### src/rtl/mcg_pkg.sv
`default_nettype none
package mcg_pkg;
  localparam int PhaseBits = 24;
  localparam int SineDepth = 1024;
  localparam int MaxBeats = 16;

  localparam logic [1:0] REQ_SAMPLE = 2'd0;
  localparam logic [1:0] REQ_START = 2'd1;
  localparam logic [1:0] REQ_STOP = 2'd2;

  localparam logic [2:0] REG_SPB = 3'd0;
  localparam logic [2:0] REG_BPM = 3'd1;
  localparam logic [2:0] REG_LEN = 3'd2;
  localparam logic [2:0] REG_HIGH = 3'd3;
  localparam logic [2:0] REG_LOW = 3'd4;
  localparam logic [2:0] REG_LEVEL = 3'd5;
  localparam logic [2:0] REG_MIX = 3'd6;

  typedef enum logic [3:0] {
    ST_IDLE, ST_ROM, ST_S1, ST_S2, ST_S3, ST_S4, ST_DIV, ST_E2, ST_M1, ST_M2, ST_MIX, ST_OUT
  } state_t;

  typedef struct packed {
    logic start;
    logic busy;
  } div_ctl_t;
endpackage
`default_nettype wire

### src/rtl/mcg_div.sv
`default_nettype none
module mcg_div
  import mcg_pkg::*;
(
  input wire logic clk,
  input wire logic rst,
  input wire mcg_pkg::div_ctl_t ctl_in,
  input wire logic [14:0] remaining,
  input wire logic [14:0] length,
  output logic busy,
  output logic [15:0] quot
);
  // restoring divide, one quotient bit per cycle
  logic [30:0] rem_acc;
  logic [30:0] dvd;
  logic [4:0] cnt;
  logic [31:0] trial;
  logic [30:0] q;
  assign trial = {rem_acc, dvd[30]} - {17'd0, length};
  always_ff @(posedge clk) begin
    if (rst) begin
      cnt <= '0;
    end else if (ctl_in.start) begin
      cnt <= 5'd31;
      rem_acc <= '0;
      dvd <= {remaining, 16'd0} >> 1;
      q <= '0;
    end else if (cnt != 0) begin
      cnt <= cnt - 5'd1;
      dvd <= {dvd[29:0], 1'b0};
      if (!trial[31]) begin
        rem_acc <= trial[30:0];
        q <= {q[29:0], 1'b1};
      end else begin
        rem_acc <= {rem_acc[29:0], dvd[30]};
        q <= {q[29:0], 1'b0};
      end
    end
  end
  assign busy = cnt != 0 || ctl_in.busy;
  assign quot = (length == 0 || q > 31'd32768) ? 16'h8000 : q[15:0];
endmodule
`default_nettype wire

### src/rtl/metronome_click_generator_core.sv
`default_nettype none
// metronome click generator
// input channel: req_type, sample_in with in_valid/in_stall; a sample request
// gives one transaction on the output channel, start and stop give none.
// output channel: sample_out and beat fields with out_valid/out_stall.
// config channel: cfg_valid/cfg_ready with cfg_index and cfg_data, written
// only while idle.
// an audio item goes from acceptance to out_valid through the 31-step
// serial envelope divide, with the sine polynomial running beside it,
// followed by three registered multiplies, the mix stage and the output.
// one item at a time, so a new audio item is taken only after the last has
// gone to the output register; the result sits there so the next item is
// accepted and worked on while it waits, but that item holds in its last stage
// until the result is taken. a stall holds the result steady.
// reset stops the transport, returns the registers to their defaults and
// clears the phase.
module metronome_click_generator_core
  import mcg_pkg::*;
#(
  parameter int PHASE_BITS = mcg_pkg::PhaseBits,
  parameter int SINE_TABLE_DEPTH = mcg_pkg::SineDepth,
  parameter int MAX_BEATS = mcg_pkg::MaxBeats
) (
  input wire logic clk,
  input wire logic rst,
  input wire logic in_valid,
  output logic in_stall,
  input wire logic [1:0] req_type,
  input wire logic signed [15:0] sample_in,
  output logic out_valid,
  input wire logic out_stall,
  output logic signed [15:0] sample_out,
  output logic beat_start,
  output logic [4:0] beat_index,
  output logic is_downbeat,
  output logic [19:0] beat_position,
  input wire logic cfg_valid,
  output logic cfg_ready,
  input wire logic [2:0] cfg_index,
  input wire logic [22:0] cfg_data
);
  localparam int IdxBits = $clog2(SINE_TABLE_DEPTH);

  logic [19:0] spb;
  logic [4:0] bpm;
  logic [14:0] clen;
  logic [22:0] hstep, lstep;
  logic [15:0] level;
  logic mix;

  logic running, use_high;
  logic [19:0] scount;
  logic [4:0] bnum;
  logic [14:0] crem;
  logic [PHASE_BITS-1:0] phase;

  state_t state, state_next;
  logic signed [15:0] x;
  logic has_click;
  logic [14:0] rem_used;
  logic signed [16:0] s;
  logic [15:0] e;
  logic [31:0] prod;
  logic signed [16:0] click;
  logic bs;
  logic [4:0] bidx;
  logic [19:0] bpos;
  logic [15:0] lvl;
  logic [4:0] bpm_c;
  logic div_busy;
  logic [15:0] quot;
  div_ctl_t dctl;
  logic signed [33:0] acc;
  logic signed [18:0] shifted;
  logic [PHASE_BITS-1:0] step;
  logic [PHASE_BITS-1:0] phase_n;
  logic out_free;

  // sine polynomial stages
  logic [11:0] sidx;
  logic [15:0] st;
  logic [1:0] sq;
  logic [14:0] sf, sx2, sp;
  logic [31:0] sraw;
  logic [14:0] smag;

  logic accept;
  assign accept = in_valid && !in_stall;
  assign in_stall = state != ST_IDLE;
  assign cfg_ready = state == ST_IDLE;
  assign out_free = !out_valid || !out_stall;
  assign lvl = level > 16'd32768 ? 16'd32768 : level;
  assign bpm_c = bpm > 5'(MAX_BEATS) ? 5'(MAX_BEATS) : bpm;
  assign step = PHASE_BITS'(use_high ? hstep : lstep);
  assign phase_n = phase + step;
  assign dctl = '{start: state == ST_ROM, busy: state == ST_ROM};

  assign sidx = 12'(phase_n >> (PHASE_BITS - IdxBits));
  assign st = 16'({20'd0, sidx} << (16 - IdxBits));
  assign sraw = ((32'd51472 - 32'(sp)) * 32'(sf)) >> 14;
  assign smag = sraw > 32'd32767 ? 15'h7fff : sraw[14:0];

  mcg_div u_div (
    .clk(clk), .rst(rst), .ctl_in(dctl), .remaining(rem_used), .length(clen),
    .busy(div_busy), .quot(quot)
  );

  always_comb begin
    state_next = state;
    unique case (state)
      ST_IDLE: if (accept && req_type == REQ_SAMPLE) state_next = ST_ROM;
      ST_ROM: state_next = ST_S1;
      ST_S1: state_next = ST_S2;
      ST_S2: state_next = ST_S3;
      ST_S3: state_next = ST_S4;
      ST_S4: state_next = ST_DIV;
      ST_DIV: if (!div_busy) state_next = ST_E2;
      ST_E2: state_next = ST_M1;
      ST_M1: state_next = ST_M2;
      ST_M2: state_next = ST_MIX;
      ST_MIX: state_next = ST_OUT;
      ST_OUT: if (out_free) state_next = ST_IDLE;
      default: state_next = ST_IDLE;
    endcase
  end

  always_ff @(posedge clk) begin
    if (rst) begin
      state <= ST_IDLE;
    end else begin
      state <= state_next;
    end
  end

  always_ff @(posedge clk) begin
    if (rst) begin
      spb <= 20'd24000;
      bpm <= 5'd4;
      clen <= 15'd480;
      hstep <= 23'd349525;
      lstep <= 23'd279620;
      level <= 16'd16384;
      mix <= 1'b0;
      running <= 1'b0;
      scount <= '0;
      bnum <= 5'd1;
      crem <= '0;
      phase <= '0;
      use_high <= 1'b1;
      out_valid <= 1'b0;
    end else begin
      if (state == ST_OUT && out_free) begin
        out_valid <= 1'b1;
      end else if (out_valid && !out_stall) begin
        out_valid <= 1'b0;
      end
      if (cfg_valid && cfg_ready) begin
        unique case (cfg_index)
          REG_SPB: spb <= cfg_data[19:0];
          REG_BPM: bpm <= cfg_data[4:0];
          REG_LEN: clen <= cfg_data[14:0];
          REG_HIGH: hstep <= cfg_data;
          REG_LOW: lstep <= cfg_data;
          REG_LEVEL: level <= cfg_data[15:0];
          REG_MIX: mix <= cfg_data[0];
          default: ;
        endcase
      end
      if (accept) begin
        x <= sample_in;
        bidx <= bnum;
        bpos <= scount;
        bs <= 1'b0;
        has_click <= 1'b0;
        case (req_type)
          REQ_START: begin
            running <= 1'b1;
            scount <= '0;
            bnum <= 5'd1;
          end
          REQ_STOP: running <= 1'b0;
          REQ_SAMPLE: if (running) begin
            if (scount == 0) begin
              bs <= 1'b1;
              use_high <= bnum == 5'd1;
              rem_used <= clen;
              crem <= clen == 0 ? 15'd0 : clen - 15'd1;
              has_click <= clen != 0;
            end else begin
              rem_used <= crem;
              crem <= crem == 0 ? 15'd0 : crem - 15'd1;
              has_click <= crem != 0;
            end
            if (scount + 20'd1 >= spb) begin
              scount <= '0;
              bnum <= (bnum + 5'd1 > bpm_c) ? 5'd1 : bnum + 5'd1;
            end else begin
              scount <= scount + 20'd1;
            end
          end
          default: ;
        endcase
      end
      if (state == ST_ROM && has_click) begin
        phase <= phase_n;
      end
      case (state)
        ST_ROM: begin
          sq <= st[15:14];
          sf <= st[14] ? 15'd16384 - {1'b0, st[13:0]} : {1'b0, st[13:0]};
        end
        ST_S1: sx2 <= 15'((32'(sf) * 32'(sf)) >> 14);
        ST_S2: sp <= 15'((32'd2320 * 32'(sx2)) >> 14);
        ST_S3: sp <= 15'(((32'd21024 - 32'(sp)) * 32'(sx2)) >> 14);
        ST_S4: s <= sq[1] ? -$signed({2'b00, smag}) : $signed({2'b00, smag});
        ST_DIV: e <= quot;
        ST_E2: prod <= 32'(e) * 32'(e);
        ST_M1: prod <= 32'(s < 0 ? -s : s) * 32'(prod[30:15]);
        ST_M2: prod <= 32'(prod[30:15]) * 32'(lvl);
        ST_MIX: begin
          click <= has_click ? (s < 0 ? -$signed({1'b0, prod[30:15]})
                                      : $signed({1'b0, prod[30:15]})) : 17'sd0;
        end
        ST_OUT: if (out_free) begin
          beat_start <= bs;
          beat_index <= bidx;
          is_downbeat <= bidx == 5'd1;
          beat_position <= bpos;
          if (!running) begin
            sample_out <= mix ? x : 16'sd0;
          end else if (mix) begin
            sample_out <= shifted > 19'sd32767 ? 16'sh7fff :
                          shifted < -19'sd32768 ? 16'sh8000 : shifted[15:0];
          end else begin
            sample_out <= click > 17'sd32767 ? 16'sh7fff : click[15:0];
          end
        end
        default: ;
      endcase
    end
  end

  assign acc = 34'(x) * 34'sd26214 + 34'(click) * 34'sd6554;
  assign shifted = 19'(acc >>> 15);

  assert property (@(posedge clk) disable iff (rst) out_valid && out_stall |=> out_valid);
  assert property (@(posedge clk) disable iff (rst)
    state != ST_IDLE |-> in_stall) else $error("input taken while busy");
  assert property (@(posedge clk) disable iff (rst)
    state == ST_OUT |=> out_valid) else $error("result lost");
  assert property (@(posedge clk) disable iff (rst)
    bnum != 5'd0) else $error("beat number zero");
endmodule
`default_nettype wire

### config.mk
export PLATFORM = sky130hd
export DESIGN_NAME = metronome_click_generator_core
export DESIGN_NICKNAME = d
export VERILOG_FILES = /design/src/rtl/mcg_pkg.sv /design/src/rtl/mcg_div.sv /design/src/rtl/metronome_click_generator_core.sv
export SDC_FILE = /design/constraint.sdc
export NUM_CORES = 2
export LEC_CHECK = 0
export BUFFER_PORTS_ARGS = -buffer_cell sky130_fd_sc_hd__clkbuf_2
export CAP_MARGIN = 5
export CORE_MARGIN = 4
export CORE_UTILIZATION = 45
export CTS_CLUSTER_SIZE = 28
export DETAILED_ROUTE_END_ITERATION = 8
export HOLD_SLACK_MARGIN = 0.08
export SYNTH_ARGS = -nofsm -noshare
export SYNTH_HDL_FRONTEND = slang
export SYNTH_HIERARCHICAL = 1
export SYNTH_SLANG_ARGS = --single-unit
### constraint.sdc
create_clock -name clk -period 10.8 [get_ports clk]
set_clock_uncertainty 0.2 [all_clocks]
set_input_delay 1.62 -clock clk [delete_from_list [all_inputs] [get_ports clk]]
set_output_delay 1.62 -clock clk [all_outputs]
set_load 0.005 [all_outputs]
# --- Word level (Yosys, flattened, before mapping) ---
# Index checks and enable logic that the tools add are counted.
op_classes:
  muxes: 44
  add_sub_neg: 14
  n_mul: 9
  bitwise: 1
  n_eq_ne: 26
  reduce_logical: 54
  magnitude_cmp: 10
ops:
  columns: ["operator", "count"]
  rows:
  - ["16-bit 2-to-1 mux", 8]
  - ["31-bit 2-to-1 mux", 4]
  - ["31-bit case mux with 3 select lines", 1]
  - ["15-bit 2-to-1 mux", 6]
  - ["16-bit by 16-bit multiplier with 31-bit output", 2]
  - ["4-bit case mux with 12 select lines", 1]
  - ["20-bit 2-to-1 mux", 2]
  - ["20-bit case mux with 2 select lines", 1]
  - ["2-bit AND reduction", 19]
  - ["32-bit by 31-bit adder with 33-bit output", 1]
  - ["17-bit by 16-bit multiplier with 32-bit output", 1]
  - ["32-bit by 16-bit multiplier with 31-bit output", 1]
  - ["32-bit 2-to-1 mux", 1]
  - ["17-bit negator with 32-bit output", 1]
  - ["32-bit by 15-bit subtractor with 32-bit output", 1]
  - ["31-bit by 16-bit greater-than comparator with 1-bit output, second input constant", 1]
  - ["16-bit by 15-bit multiplier with 31-bit output, second input constant", 1]
  - ["15-bit logical NOT", 2]
  - ["17-bit by 13-bit multiplier with 30-bit output, second input constant", 1]
  - ["30-bit 2-to-1 mux", 1]
  - ["5-bit 2-to-1 mux", 6]
  - ["15-bit case mux with 2 select lines", 1]
  - ["15-bit nonzero test", 2]
  - ["15-bit by 1-bit subtractor with 15-bit output, second input constant", 2]
  - ["other kinds (53)", 91]
word_totals:
  ff_bits: 500
  out_inout_bits: 46
  input_bits: 49
  elab_cells: 200

# --- Depth between registers and ports, before layout ---
logic_depth:
  depth_word: 7
  ltp_mapped: 37
  depth_no_buf: 35

# --- Modules after synthesis ---
# The synthesis kept the hierarchy.
by_module_without_submodules:
  columns: ["mod", "cells_per_inst", "n_inst", "seq_area_each_um2", "area_each_um2"]
  rows:
  - ["metronome_click_generator_core", 7478, 1, 9699.3, 68385.6]
  - ["mcg_div", 444, 1, 2442.3, 4725.8]

# --- Worst setup path after synthesis ---
# No wires, ideal clock.
synth_path:
  path_type: "register to register"
  from: "register sp[0]"
  to: "register s[14] (data pin)"
  path_stages_with_launch: 37
  setup_time_ps: 154
  required_time_ps: 10446
  arrival_time_ps: 8977
  path_buffers: 2
  synth_period_minus_slack_ps: 9331
  slack_ps: 1469
  path_cell_list: "edfxtp_1 inv_2 ha_1 a21boi_0 nor4_1 nor2b_1 o31ai_1 nor3b_1 xor2_1 nand2_1 fa_1 inv_1 fa_1 fa_1 fa_1 fa_1 ha_1 ha_1 buf_2 a21o_1 a21oi_1 nor2b_1 o21a_1 a2111oi_4 o31ai_4 nor4_1 a22o_2 a22oi_4 buf_6 nor2_1 ha_1 nand3_1 nor2_1 nand2b_1 nor3_1 mux2_2 o22ai_1"
synth_via:
  elab_chain_len: 6
synth_rtl:
  columns: ["item", "line", "source"]
  rows:
  - ["start: declaration", "metronome_click_generator_core.sv:83", "logic [14:0] sf, sx2, sp;"]
  - ["start signal: assignment", "metronome_click_generator_core.sv:213", "ST_S2: sp <= 15'((32'd2320 * 32'(sx2)) >> 14);"]
  - ["start signal: assignment", "metronome_click_generator_core.sv:214", "ST_S3: sp <= 15'(((32'd21024 - 32'(sp)) * 32'(sx2)) >> 14);"]
  - ["16-bit by 15-bit subtractor with 17-bit output *", "metronome_click_generator_core.sv:100", "assign sraw = ((32'd51472 - 32'(sp)) * 32'(sf)) >> 14;"]
  - ["17-bit by 16-bit multiplier with 32-bit output *", "metronome_click_generator_core.sv:100", null]
  - ["18-bit by 15-bit greater-than comparator with 1-bit output", "metronome_click_generator_core.sv:101", "assign smag = sraw > 32'd32767 ? 15'h7fff : sraw[14:0];"]
  - ["15-bit 2-to-1 mux *", "metronome_click_generator_core.sv:101", null]
  - ["15-bit negator with 17-bit output", "metronome_click_generator_core.sv:215", "ST_S4: s <= sq[1] ? -$signed({2'b00, smag}) : $signed({2'b00, smag});"]
  - ["15-bit 2-to-1 mux *", "metronome_click_generator_core.sv:215", null]
  - ["end signal: assignment", "metronome_click_generator_core.sv:215", null]
  - ["end: declaration", "metronome_click_generator_core.sv:61", "logic signed [16:0] s;"]
# Mark *: on every way between the ends. The rest lies on a longest branch, timed or not.
# A chain may end at the register's enable or synchronous reset.

# --- Final worst setup path ---
# Ends and elaborated chain as after synthesis.

==> flow_summary.ini <==
[outcome]
status = completed

[final_layout]
layout-drive-gt1-share_pct = 5.51
final_common_cell = inv_1
most_used_cells_in_the_layout_excluding_fill_and_tap_cells = 1589 x inv_1, 1161 x fa_1, 1031 x nand2_1
nets = 9989
final_area_um2 = 78500
area_growth_syn_to_layout_pct = 7.32

[placed_design]
post_dp_cell_area_um2 = 76400
dpl.hpwl_mm = 140
post-place-ws_ps = 531
routabilityCongestion = 0.870
place.port_buffers = 94

[clock_tree]
post_cts_buffers = 0
cts.sink_count = 464
clkSlewWorstSetupHoldPaths_ps = 60
clk_root_buffer_cell = clkbuf_16
cts_hold_buffers = 0
cts_inserted_buffers = 57
worst_skew_pair.late_latency_ps = 690
cts_tree = yes
max-clock-path-buffers = 3
cts_htree_levels = 2

[synthesis]
synth.yosys.seq_area_share_pct = 16.6
synth-seq-cells = 464
post_syn_area_um2 = 73100
ys_warn_count = 6
top_cells_by_area_synth = fa_1 32%, ha_1 14%, edfxtp_1 12%, inv_1 8.2%, nand2_1 5.3%
ys.flop_type = edfxtp_1
synth_enable_flop_cells = 285
ys_async_sr_fraction_pct = 0
post_synth.cell_area_avg_um2 = 9.23
yosysTopAreaCellShare_pct = 31.8
postSynthCellCount = 7922
synthDistinctLibCells = 99
synthDominantAreaCellType = fa_1

[setup_path]
max_stage_delay_ps = 590
worst_r2r_path_depth = 34
register_to_register_setup_slack_ps = 970
timing.rr.start = sp[0]
worstSetupPathType = flip-flop to flip-flop
crit_fanout = 10
critical_path.slowest_cell = fa_1
critPathCaptureType = flip-flop
worst_ep_required_time_ps = 11090
worst-endpoint-arrival_ps = 10110
critPathMostFrequentCell = fa_1
timing.rr.end = s[14]
start_kind = flip-flop

[detailed_routing]
drt_wl_total_mm = 179
detailed_routing_iterations_pass_1 = 6
drcViolationCount = 0
wl_per_cell_um = 17.6
drt_iter0_markers = 2947
detailroute.via_count = 52800
viasPerCell = 5.19
postRouteAntennaNets = 0

[sta]
timing.final.hold_violations = 0
rsz0062_at_grt = false
fin_hold_ws_ps = 219
timing.final.max_slew_violations = 0
layout_setup_ws_ps = 973
maxClockFrequency_ghz = 0.102
accumulated_negative_setup_slack_ps = 0
timing_worst_slew_pin_value_ps = 1250
finalSetupViolations = 0
finalCriticalPeriod_ps = 9830
period_share_pct = 91.0
slew_headroom_pct = 16.3

[min_path]
whs_endpoint = beat_position[12]
hold_depth = 0
hold_class = flip-flop to flip-flop
timing.hold.worst.start = bpos[12]

[floorplanning]
fp.dieW_um = 411
design.die.area_um2 = 169000
chipHeight_um = 411
core-area_um2 = 161000
num_io_pins = 95
std_cell_rows = 147
floorplan.initialDensity_pct = 45.4

[power_and_ir_drop]
p_sw_share_pct = 43.5
power_frac_comb_pct = 60.0
leakagePower_uw = 0.0375
power.density_nw_per_um2 = 135
clock_power_share_pct = 19.1
flop_pwr_share_pct = 20.9
p_switching_uw = 4620
ir_drop_v = 0.000311
fin_total_pwr_uw = 10600
internal_power_uw = 5990

[global_routing]
global_route.overflow_total = 0
first_global_vias = 56100
grtUsageTotal_pct = 21.8
grt_first_pass_wirelength_mm = 298
grt_max_degree = 83
grt_antenna_before_repair = 4

[job]
maxCapViolCount = 0
==> stage by stage <==
step,utilization [%],cells
global route,48.7,10200
CTS,48.7,10200
finish,48.8,10200
floorplan,-,8011
detailed placement,47.5,10100
global placement,47.5,10100
==> cells by family (layout without fill, tap and decap cells) <==
family	count (synthesis)	count (layout)	share of synthesized area [%]
flops	464	464	16.6
mux	89	89	1.33
other cells	2	94	0.0103
buf+inv	1888	1899	9.73
fa+ha+maj	1966	1966	45.6
compound gates	874	874	7.57
xor+xnor	353	353	4.24
simple gates	2286	2286	14.9
==> worst max-delay path by stage <==
| stage | slack (ps) | to | start | cells past startpoint |
|---|---|---|---|---|
| after CTS | 440 | s[14] | sp[0] | 34 |
| after global routing | 220 | s[14] | sp[0] | 34 |
| final | 970 | s[14] | sp[0] | 34 |
| after floorplan | 1470 | s[14] | sp[0] | 36 |
| after global placement | 820 | s[14] | sp[0] | 34 |
| after detailed placement | 530 | s[14] | sp[0] | 34 |
==> Yosys cell counts (all sizes together) (27+ instances only) <==
cell,n
inv,1591
fa,1161
nand2,1031
ha,805
and2,424
a21oi,314
edfxtp,285
nor2,282
clkbuf,280
xnor2,239
o21ai,183
dfxtp,179
xor2,114
nor2b,112
nand3,83
nor3,78
mux2,68
a21o,65
nand4,51
nand2b,43
nor4,40
o21a,40
or3,38
and3,36
a211oi,32
o31ai,27
==> power groups by stage <==
stage	registers (µW)	clock network [µW]	logic (µW)
after floorplan	2210	0	5010
after global placement	2250	0	6200
after detailed placement	2250	0	6300
after CTS	2220	2080	6370
after global routing	2240	2150	7260
final	2220	2020	6370
==> critical path, delay by kind of cell, from the launching register on <==
family                   cells  cell delay [ps]
XOR/XNOR                     1              340
adder cells (fa/ha/maj)      9             3580
flip-flops                   1              390
AO/OA/AOI/OAI               10             2210
multiplexers                 1              370
AND/OR/NAND/NOR             11             2310
buffers and inverters        2              240
==> routing by layer <==
layer / wire length (µm) / up-vias / part of all wire [%] / GRT usage [%]
met1: 81000 / 26500 / 45 / 30.5
met2: 85900 / 1143 / 48 / 36.7
met4: 3620 / 2 / 2.0 / 4.24
li1: - / 25000 / - / -
met3: 8860 / 221 / 4.9 / 2.71
met5: 13 / - / 0.0072 / 0.115
==> layout make-up <==
class | count | area, µm²
clock inverter | 45 | 492
fill | 15300 | 82500
timing repair buffer | 199 | 1260
inverter | 1593 | 5980
sequential | 464 | 12100
clock buffer | 62 | 1500
antenna | 3 | 7.51
tap | 2160 | 2700
multi-input combinational | 5659 | 54400
==> timing repair <==
action                                 4_1_cts  5_1_grt
gates resized for setup                      0        4
setup endpoints to repair                    0        5
endpoints found under the hold margin        0        0
==> registers in the layout, indices dropped and copies added, names as in the netlist, 16 cells and up <==
register       flops
u_div/q           31
u_div/rem_acc     31
phase             24
hstep             23
lstep             23
beat_position     20
bpos              20
scount            20
spb               20
click             17
s                 17
e                 16
level             16
prod              16
sample_out        16
u_div/dvd         16
x                 16
No activity file was read; power rests on OpenSTA's default activity.
